==> config.mk <==
export PLATFORM = sky130hd
export DESIGN_NAME = per_sensor_running_average
export DESIGN_NICKNAME = d
export VERILOG_FILES = /design/src/psra_pkg.sv /design/src/psra_fifo.sv /design/src/psra_front.sv /design/src/psra_div.sv /design/src/psra_back.sv /design/src/per_sensor_running_average.sv
export SDC_FILE = /design/constraint.sdc
export NUM_CORES = 2
export LEC_CHECK = 0
export BUFFER_PORTS_ARGS = -buffer_cell sky130_fd_sc_hd__buf_2
export CELL_PAD_IN_SITES_DETAIL_PLACEMENT = 0
export CELL_PAD_IN_SITES_GLOBAL_PLACEMENT = 1
export CORE_MARGIN = 5
export CORE_UTILIZATION = 45
export CTS_BUF_LIST = sky130_fd_sc_hd__clkbuf_16
export DETAILED_ROUTE_END_ITERATION = 10
export PLACE_DENSITY_LB_ADDON = 0.2
export SETUP_SLACK_MARGIN = 0.5
export SLEW_MARGIN = 10
export SYNTH_ARGS = -nofsm -noshare
export SYNTH_HDL_FRONTEND = slang
export SYNTH_SLANG_ARGS = --single-unit
==> constraint.sdc <==
create_clock -name i_clk -period 6.9 [get_ports i_clk]
set_input_delay 0.345 -clock i_clk [delete_from_list [all_inputs] [get_ports i_clk]]
set_output_delay 0.345 -clock i_clk [all_outputs]
set_load 0.01 [all_outputs]
==> src/psra_pkg.sv <==
// Package: shared types and constants for the per-sensor running average block
`timescale 1ns / 1ps
`default_nettype none
package psra_pkg;
    localparam int MAX_SENSORS = 16;
    localparam int IDX_W = $clog2(MAX_SENSORS);
    localparam int CNT_W = $clog2(MAX_SENSORS + 1);

    localparam logic [1:0] ST_APPLIED = 2'd0;
    localparam logic [1:0] ST_STORED  = 2'd1;
    localparam logic [1:0] ST_UNKNOWN = 2'd2;
    localparam logic [1:0] ST_FULL    = 2'd3;

    localparam logic [1:0] REG_WINDOW = 2'd0;
    localparam logic [1:0] REG_MAX    = 2'd1;
    localparam logic [1:0] REG_MIN    = 2'd2;

    localparam logic KIND_LOAD = 1'b0;
    localparam logic KIND_MEAS = 1'b1;

    typedef struct packed {
        logic               kind;
        logic [15:0]        sens_id;
        logic [15:0]        room_id;
        logic signed [15:0] sample_value;
        logic [31:0]        sample_time;
    } t_item;

    typedef struct packed {
        logic [1:0]         status;
        logic [15:0]        room_of_sensor;
        logic signed [15:0] average_value;
        logic               window_full;
        logic               too_hot;
        logic               too_cold;
        logic [31:0]        last_seen_time;
    } t_result;
endpackage
`default_nettype wire

==> src/psra_fifo.sv <==
// Two-entry queue between the front and back parts
`timescale 1ns / 1ps
`default_nettype none
module psra_fifo (
    input  wire                   i_clk,
    input  wire                   i_rst_n,
    input  wire                   i_valid,
    output logic                  o_ready,
    input  wire psra_pkg::t_item  i_data,
    output logic                  o_valid,
    input  wire                   i_ready,
    output psra_pkg::t_item       o_data
);
    import psra_pkg::*;
    t_item      r_mem [2];
    logic       r_wp, r_rp;
    logic [1:0] r_cnt;
    logic       w_push, w_pop;

    assign o_ready = (r_cnt != 2'd2);
    assign o_valid = (r_cnt != 2'd0);
    assign o_data  = r_mem[r_rp];
    assign w_push  = i_valid && o_ready;
    assign w_pop   = o_valid && i_ready;

    always_ff @(posedge i_clk) begin
        if (w_push) r_mem[r_wp] <= i_data;
        if (!i_rst_n) begin
            r_wp <= 1'b0; r_rp <= 1'b0; r_cnt <= 2'd0;
        end else begin
            if (w_push) r_wp <= ~r_wp;
            if (w_pop)  r_rp <= ~r_rp;
            r_cnt <= r_cnt + {1'b0, w_push} - {1'b0, w_pop};
        end
    end
endmodule
`default_nettype wire

==> src/psra_front.sv <==
// Front part: input stage that unpacks beats into items
`timescale 1ns / 1ps
`default_nettype none
module psra_front (
    input  wire                   i_clk,
    input  wire                   i_rst_n,
    input  wire                   i_valid,
    output logic                  o_ready,
    input  wire                   i_kind,
    input  wire [79:0]            i_data,
    output logic                  o_valid,
    input  wire                   i_ready,
    output psra_pkg::t_item       o_item
);
    import psra_pkg::*;
    logic  r_valid;
    t_item r_item;

    assign o_ready = !r_valid || i_ready;
    assign o_valid = r_valid;
    assign o_item  = r_item;

    always_ff @(posedge i_clk) begin
        if (i_valid && o_ready) begin
            r_item.kind         <= i_kind;
            r_item.sens_id      <= i_data[15:0];
            r_item.room_id      <= i_data[31:16];
            r_item.sample_value <= i_data[47:32];
            r_item.sample_time  <= i_data[79:48];
        end
        if (!i_rst_n) r_valid <= 1'b0;
        else if (o_ready) r_valid <= i_valid;
    end
endmodule
`default_nettype wire

==> src/psra_div.sv <==
// Serial signed divider, truncating toward zero, one quotient bit per cycle
`timescale 1ns / 1ps
`default_nettype none
module psra_div (
    input  wire               i_clk,
    input  wire               i_rst_n,
    input  wire               i_start,
    input  wire signed [23:0] i_num,
    input  wire [6:0]         i_den,
    output logic              o_done,
    output logic signed [23:0] o_quo
);
    logic [23:0] r_q, r_n;
    logic [7:0]  r_r;
    logic [6:0]  r_d;
    logic        r_neg, r_busy;
    logic [4:0]  r_i;
    logic [7:0]  w_tr;

    assign w_tr  = {r_r[6:0], r_n[23]};
    assign o_quo = r_neg ? -$signed(r_q) : $signed(r_q);

    // o_done stays high from the end of a division until the next start
    always_ff @(posedge i_clk) begin
        if (!i_rst_n) begin
            r_busy <= 1'b0; o_done <= 1'b0;
        end else begin
            if (i_start) begin
                o_done <= 1'b0;
                r_busy <= 1'b1;
                r_i    <= 5'd0;
                r_neg  <= i_num[23];
                r_n    <= i_num[23] ? 24'(-i_num) : i_num;
                r_d    <= i_den;
                r_r    <= 8'd0;
                r_q    <= 24'd0;
            end else if (r_busy) begin
                r_n <= {r_n[22:0], 1'b0};
                if (w_tr >= {1'b0, r_d}) begin
                    r_r <= w_tr - {1'b0, r_d};
                    r_q <= {r_q[22:0], 1'b1};
                end else begin
                    r_r <= w_tr;
                    r_q <= {r_q[22:0], 1'b0};
                end
                r_i <= r_i + 5'd1;
                if (r_i == 5'd23) begin
                    r_busy <= 1'b0; o_done <= 1'b1;
                end
            end
        end
    end
endmodule
`default_nettype wire

==> src/psra_back.sv <==
// Back part: table search, update and result register
`timescale 1ns / 1ps
`default_nettype none
module psra_back (
    input  wire                   i_clk,
    input  wire                   i_rst_n,
    input  wire                   i_valid,
    output logic                  o_ready,
    input  wire psra_pkg::t_item  i_item,
    input  wire [6:0]             i_window,
    input  wire signed [15:0]     i_max,
    input  wire signed [15:0]     i_min,
    output logic                  o_valid,
    input  wire                   i_ready,
    output psra_pkg::t_result     o_res
);
    import psra_pkg::*;
    typedef enum logic [5:0] {
        S_IDLE = 6'b000001, S_SRCH = 6'b000010, S_READ = 6'b000100,
        S_DIV  = 6'b001000, S_WAIT = 6'b010000, S_OUT  = 6'b100000
    } t_state;

    t_state r_st;
    t_item  r_it;
    logic [CNT_W-1:0] r_used;
    logic [IDX_W-1:0] r_idx;
    logic [CNT_W-1:0] r_scan;
    logic [15:0]        m_sensor [MAX_SENSORS];
    logic [15:0]        m_room   [MAX_SENSORS];
    logic [6:0]         m_count  [MAX_SENSORS];
    logic signed [22:0] m_sum    [MAX_SENSORS];
    logic signed [15:0] m_avg    [MAX_SENSORS];
    logic [15:0]        r_sens_rd;
    logic [15:0]        r_room;
    logic [6:0]         r_cnt;
    logic signed [22:0] r_sum;
    logic signed [15:0] r_avg;
    logic               r_smooth;
    logic [1:0]         r_code;
    logic [6:0]         w_w;
    logic               w_start, w_done;
    logic signed [23:0] w_num, w_quo, w_navg;
    logic [6:0]         w_den;
    logic               w_free, w_emit;
    logic               r_out_v;
    t_result            r_res;

    assign w_w     = (i_window == 7'd0) ? 7'd1 : i_window;
    assign o_ready = (r_st == S_IDLE);
    assign o_valid = r_out_v;
    assign o_res   = r_res;
    assign w_start = (r_st == S_DIV);
    assign w_num   = r_smooth ? 24'($signed(r_it.sample_value)) - 24'(r_avg)
                              : 24'(r_sum) + 24'($signed(r_it.sample_value));
    assign w_den   = r_smooth ? w_w : r_cnt + 7'd1;
    assign w_navg  = r_smooth ? 24'(r_avg + w_quo) : w_quo;
    assign w_free  = !r_out_v || i_ready;
    assign w_emit  = (r_st == S_OUT) && w_free && ((r_code != ST_APPLIED) || w_done);

    psra_div u_div (
        .i_clk(i_clk), .i_rst_n(i_rst_n), .i_start(w_start),
        .i_num(w_num), .i_den(w_den), .o_done(w_done), .o_quo(w_quo)
    );

    always_ff @(posedge i_clk) begin
        r_sens_rd <= m_sensor[r_scan[IDX_W-1:0]];
        r_room    <= m_room[r_idx];
        r_cnt     <= m_count[r_idx];
        r_sum     <= m_sum[r_idx];
        r_avg     <= m_avg[r_idx];
        if (r_st == S_IDLE && i_valid) r_it <= i_item;
        if (!i_rst_n) begin
            r_st <= S_IDLE; r_used <= '0; r_out_v <= 1'b0; r_scan <= '0;
        end else begin
            if (w_emit) r_out_v <= 1'b1;
            else if (r_out_v && i_ready) r_out_v <= 1'b0;
            unique case (r_st)
                S_IDLE: begin
                    r_scan <= '0;
                    if (i_valid) r_st <= S_SRCH;
                end
                S_SRCH: begin
                    if (r_it.kind == KIND_LOAD) begin
                        if (r_used == CNT_W'(MAX_SENSORS)) r_code <= ST_FULL;
                        else begin
                            m_sensor[r_used[IDX_W-1:0]] <= r_it.sens_id;
                            m_room[r_used[IDX_W-1:0]]   <= r_it.room_id;
                            m_count[r_used[IDX_W-1:0]]  <= 7'd0;
                            m_sum[r_used[IDX_W-1:0]]    <= '0;
                            m_avg[r_used[IDX_W-1:0]]    <= '0;
                            r_used <= r_used + 1'b1;
                            r_code <= ST_STORED;
                        end
                        r_st <= S_OUT;
                    end else begin
                        // read data for scan-1 arrives this cycle; scan 0 is priming
                        if (r_scan != '0 && r_sens_rd == r_it.sens_id) begin
                            r_idx  <= IDX_W'(r_scan - 1'b1);
                            r_code <= ST_APPLIED;
                            r_st   <= S_READ;
                        end else if (r_scan == r_used) begin
                            r_code <= ST_UNKNOWN;
                            r_st <= S_OUT;
                        end else r_scan <= r_scan + 1'b1;
                    end
                end
                S_READ: begin
                    r_st <= S_WAIT;
                    r_smooth <= 1'b0;
                end
                S_WAIT: begin
                    r_smooth <= (r_cnt >= w_w);
                    r_st <= S_DIV;
                end
                S_DIV: r_st <= S_OUT;
                S_OUT: begin
                    if (w_emit) begin
                        if (r_code != ST_APPLIED) begin
                            // load, full table or unknown id: only status and room
                            r_res <= {r_code,
                                      (r_code == ST_STORED) ? r_it.room_id : 16'd0,
                                      51'd0};
                        end else begin
                            m_avg[r_idx] <= w_navg[15:0];
                            if (!r_smooth) begin
                                m_count[r_idx] <= r_cnt + 7'd1;
                                m_sum[r_idx]   <= 23'(w_num);
                            end
                            r_res.status <= ST_APPLIED;
                            r_res.room_of_sensor <= r_room;
                            r_res.average_value <= w_navg[15:0];
                            r_res.window_full <= r_smooth;
                            r_res.too_hot <= r_smooth && ($signed(w_navg[15:0]) > i_max);
                            r_res.too_cold <= r_smooth
                                              && !($signed(w_navg[15:0]) > i_max)
                                              && ($signed(w_navg[15:0]) < i_min);
                            r_res.last_seen_time <= r_it.sample_time;
                        end
                        r_st <= S_IDLE;
                    end
                end
                default: r_st <= S_IDLE;
            endcase
        end
    end
endmodule
`default_nettype wire

==> src/per_sensor_running_average.sv <==
// Top level: per-sensor running average with threshold alarm
// Measurements take a linear table scan, one entry a cycle, then a 24-step serial divider;
// unknown ids take the scan alone, and loads neither.
// The back part takes one item at a time; the queue and input stage keep taking beats until full.
// Reset (synchronous, active low) empties the table and loads default registers.
`timescale 1ns / 1ps
`default_nettype none
module per_sensor_running_average (
    input  wire        i_clk,
    input  wire        i_rst_n,
    input  wire        s_axis_tvalid,
    output logic       s_axis_tready,
    input  wire [79:0] s_axis_tdata,  // sens_id, room_id, sample_value, sample_time
    input  wire        s_axis_tuser,  // kind
    output logic       m_axis_tvalid,
    input  wire        m_axis_tready,
    output logic [71:0] m_axis_tdata, // room_of_sensor, average_value, window_full,
                                      // too_hot, too_cold, last_seen_time, zero pad
    output logic [1:0] m_axis_tuser,  // status
    input  wire        i_cfg_valid,
    output logic       o_cfg_ready,
    input  wire [1:0]  i_cfg_index,
    input  wire [15:0] i_cfg_data
);
    import psra_pkg::*;
    logic [6:0]         r_window;
    logic signed [15:0] r_max, r_min;
    logic  f_v, f_r, q_v, q_r;
    t_item f_it, q_it;
    t_result w_res;

    assign o_cfg_ready = 1'b1;
    always_ff @(posedge i_clk) begin
        if (!i_rst_n) begin
            r_window <= 7'd5; r_max <= 16'sd6400; r_min <= 16'sd3840;
        end else if (i_cfg_valid) begin
            unique case (i_cfg_index)
                REG_WINDOW: r_window <= i_cfg_data[6:0];
                REG_MAX:    r_max <= i_cfg_data;
                REG_MIN:    r_min <= i_cfg_data;
                default: ;
            endcase
        end
    end

    psra_front u_front (
        .i_clk(i_clk), .i_rst_n(i_rst_n), .i_valid(s_axis_tvalid),
        .o_ready(s_axis_tready), .i_kind(s_axis_tuser), .i_data(s_axis_tdata),
        .o_valid(f_v), .i_ready(f_r), .o_item(f_it)
    );
    psra_fifo u_fifo (
        .i_clk(i_clk), .i_rst_n(i_rst_n), .i_valid(f_v), .o_ready(f_r),
        .i_data(f_it), .o_valid(q_v), .i_ready(q_r), .o_data(q_it)
    );
    psra_back u_back (
        .i_clk(i_clk), .i_rst_n(i_rst_n), .i_valid(q_v), .o_ready(q_r),
        .i_item(q_it), .i_window(r_window), .i_max(r_max), .i_min(r_min),
        .o_valid(m_axis_tvalid), .i_ready(m_axis_tready), .o_res(w_res)
    );

    assign m_axis_tuser = w_res.status;
    assign m_axis_tdata = {5'd0, w_res.last_seen_time, w_res.too_cold, w_res.too_hot,
                           w_res.window_full, w_res.average_value, w_res.room_of_sensor};
endmodule
`default_nettype wire
==> impl_results.md <==
- Number of flops mapped to enable cells by yosys: 1708
- Synth cell types: 84
- PwrDens: 297 nW/um^2
- Residual DRC count: 0
- Ports: 181
- Post-Syn Area: 73100 sq um
- First-pass GRT wire length: 250 mm
- Max-cap violations: 0
- Post-CTS resize count: 0
- All-layer global routing usage: 0.200
- Leakage: 26.6 nW
- CTS root buffer: clkbuf_16
- Vias in the first global route: 37236
- Worst path slowest cell: edfxtp_1
- Crit Path Category: reg2reg
- Yosys Warn Count: 0
- Detail Route Antenna Nets: 0
- WL final: 169 mm
- Starting Density: 0.454
- Dpl hpwl: 98.5 mm
- Post-synthesis cell count: 3856
- RSZ-0062 raised after global routing: false
- Clock sinks: 1849
- Post-CTS Hold Buffers: 107
- Total negative slack: 0 ns
- Final Max Tran Viols: 0
- Nature of the critical path endpoint: flop
- Top FF cell, synth: edfxtp_1
- DR WL/cell: 25.8 um
- Clk pin slew, worst setup/hold paths: 0.06 ns
- Insertion delay to the later sink of the worst-skew pair: 0.80 ns
- Async SR Flop Fraction: 0
- Hold Path Class: in2reg
- Fillers: 12738
- Yosys reg bits: 1849
- Die ar.: 171000 sq um
- IO Port Bufs: 174
- Clock Path Buffers: 3
- Inst Count DP: 6120
- CTS tree: built
- Chip Width: 413 um
- Commonest cells after routing, fill and taps aside: edfxtp_1, mux4_2, clkbuf_16
- Pre-antenna DRT Iters: 6
- F_max: 0.197 GHz
- Commonest non-fill, non-tap cell in the layout: edfxtp_1
- Initial antenna violation count: 9
- CP max stage delay: 0.44 ns
- H-tree depth: 4
- CTS Buf Count: 188
- Worst EP arrival: 5.62 ns
- Worst-Margin Slew: 1.17 ns
- DR vias/cell: 5.56
- Syn avg cell area: 18.9 sq um
- Placer Congestion: 0.831
- Total congestion overflow: 0
- Outcome: complete, no violations
- Final Critical Period: 5.08 ns
- Worst-path fanout max: 5
- Setup violators final: 0
- Endpoints failing hold: 0
- Die span in y: 413 um
- Post-CTS setup buffer count: 0
- Post-synthesis sequential area ratio: 0.741
- Worst setup SP type: flop
- Largest net degree at the start of global routing: 137
- Req. time, crit path: 7.44 ns
- Final Cycle Share: 0.736
- Area Growth Syn to Fin: 15.4%
- Core area: 161000 sq um
- Initial DRC count: 3093
- Share of layout cells above drive strength 1: 0.249
- Rel. slew slack: 0.218
- Crit-path cells: nor4_1 > inv_1 > nor3_1 > nand3_1 > or3_1 > o41ai_1 > xnor2_1 > ha_1 > nand3_1 > o21ai_0 > mux2i_1 > o2111ai_1 > xnor2_1 > inv_1 > ha_1 > nor4b_1 > nand2_1 > a211oi_1 > nor3_1
- Cell Count, Final, Fillers Out: 6580
- Maximum vdd ir drop: 244 uV
- Vias: 36615
- Row count: 147
- Clock skew: 0.0293 ns
- # nets final: 4478
==> sequential cells by signal (all words and copies together), names as in the netlist, 6 cells and up <==
register          flops
u_back.r_avg         16
u_back.r_it          81
u_back.m_room       256
u_back.o_res         69
r_max                16
u_back.m_avg        256
u_back.r_sens_rd     16
u_back.m_sensor     256
u_back.u_div.r_n     24
u_back.r_sum         23
r_min                16
u_fifo.r_mem        162
u_back.m_count      112
u_back.r_room        16
u_back.r_st           6
u_front.o_item       81
u_back.u_div.r_q     16
u_back.u_div.r_r      7
u_back.r_cnt          7
u_back.u_div.r_d      7
r_window              7
u_back.m_sum        368
==> final timing paths <==
path,start,to,slack [ns],cells after the start
worst max-delay path,u_back.u_div.r_q[3]$_SDFFCE_PN0P_,u_back.o_res[33]$_SDFFCE_PN0P_,1.82,19
worst min-delay path,i_cfg_valid,r_window[2]$_SDFFE_PN1P_,0.15,3
worst max register to register,u_back.u_div.r_q[3]$_SDFFCE_PN0P_,u_back.o_res[33]$_SDFFCE_PN0P_,1.82,19
worst min register to register,u_front.o_item[78]$_DFFE_PP_,u_fifo.r_mem[1][78]$_DFFE_PP_,0.44,0
==> critical path: cells and delay by family, from the launching register on <==
kind	cells	cell delay, ns
buffers and inverters	2	0.22
AND/OR/NAND/NOR	8	1.62
XOR/XNOR	2	0.53
adder cells (fa/ha/maj)	2	0.71
flip-flops	1	0.44
multiplexers	1	0.24
AO/OA/AOI/OAI	4	1.06
==> metal layers <==
layer / GRT usage / part of all wire
met5: 0 / 0
met4: 0.0450 / 0.018
met3: 0.0349 / 0.058
met2: 0.315 / 0.47
met1: 0.296 / 0.46
==> power by group <==
group / switching (W) / internal, W
sequential: 0.000440 / 0.0129
combinational: 0.00109 / 0.000662
clock: 0.00421 / 0.00575
==> cell families after synthesis <==
kind of cell,synth area share
XOR/XNOR,0.0125
buffers and inverters,0.0148
other,0.000103
flip-flops,0.741
adder cells (fa/ha/maj),0.0204
multiplexers,0.138
AND/OR/NAND/NOR,0.0421
AO/OA/AOI/OAI,0.0319
==> area by class of cell <==
type | count | area [sq um] | share of cell area
antenna | 2 | 5.00 | 0.0000594
clock buffer | 193 | 4830 | 0.0573
clock inverter | 158 | 1290 | 0.0153
inverter | 111 | 419 | 0.00497
multi-input combinational | 1730 | 18200 | 0.216
sequential | 1849 | 54100 | 0.642
tap | 2160 | 2700 | 0.0321
timing repair buffer | 377 | 2730 | 0.0323
==> synthesized netlist by cell type, types with 15 or more instances <==
cell type / count / share of area
a21o_1: 24 / 0.0025
xnor2_1: 51 / 0.0061
mux2_2: 87 / 0.013
mux4_2: 390 / 0.12
nor3_1: 41 / 0.0028
o21ai_0: 67 / 0.0046
xor2_1: 53 / 0.0064
nor2b_1: 22 / 0.0019
o21a_1: 21 / 0.0022
nand3_1: 29 / 0.0020
dfxtp_1: 141 / 0.039
nand2_1: 153 / 0.0079
nand2b_1: 15 / 0.0013
inv_1: 108 / 0.0055
ha_1: 113 / 0.019
and2_1: 60 / 0.0051
buf_1: 30 / 0.0015
and3_1: 15 / 0.0013
mux2i_1: 27 / 0.0037
clkbuf_1: 132 / 0.0068
a21oi_1: 112 / 0.0077
o211ai_1: 16 / 0.0016
edfxtp_1: 1708 / 0.70
nor2_1: 235 / 0.012
==> stage by stage <==
stage / cell area, sq um / hold WS (ns) / util / power, W / worst slack, ns
global route: 84300 / 0.116 / 0.524 / 0.0260 / 1.39
finish: 84300 / 0.152 / 0.524 / 0.0250 / 1.82
floorplan: 73100 / 0.421 / - / 0.0146 / 1.08
CTS: 84300 / 0.0617 / 0.524 / 0.0253 / 1.86
global placement: 77100 / 0.422 / 0.479 / 0.0153 / 1.90
detailed placement: 77100 / 0.430 / 0.479 / 0.0153 / 1.88
Power figures use the tool's default switching activity.
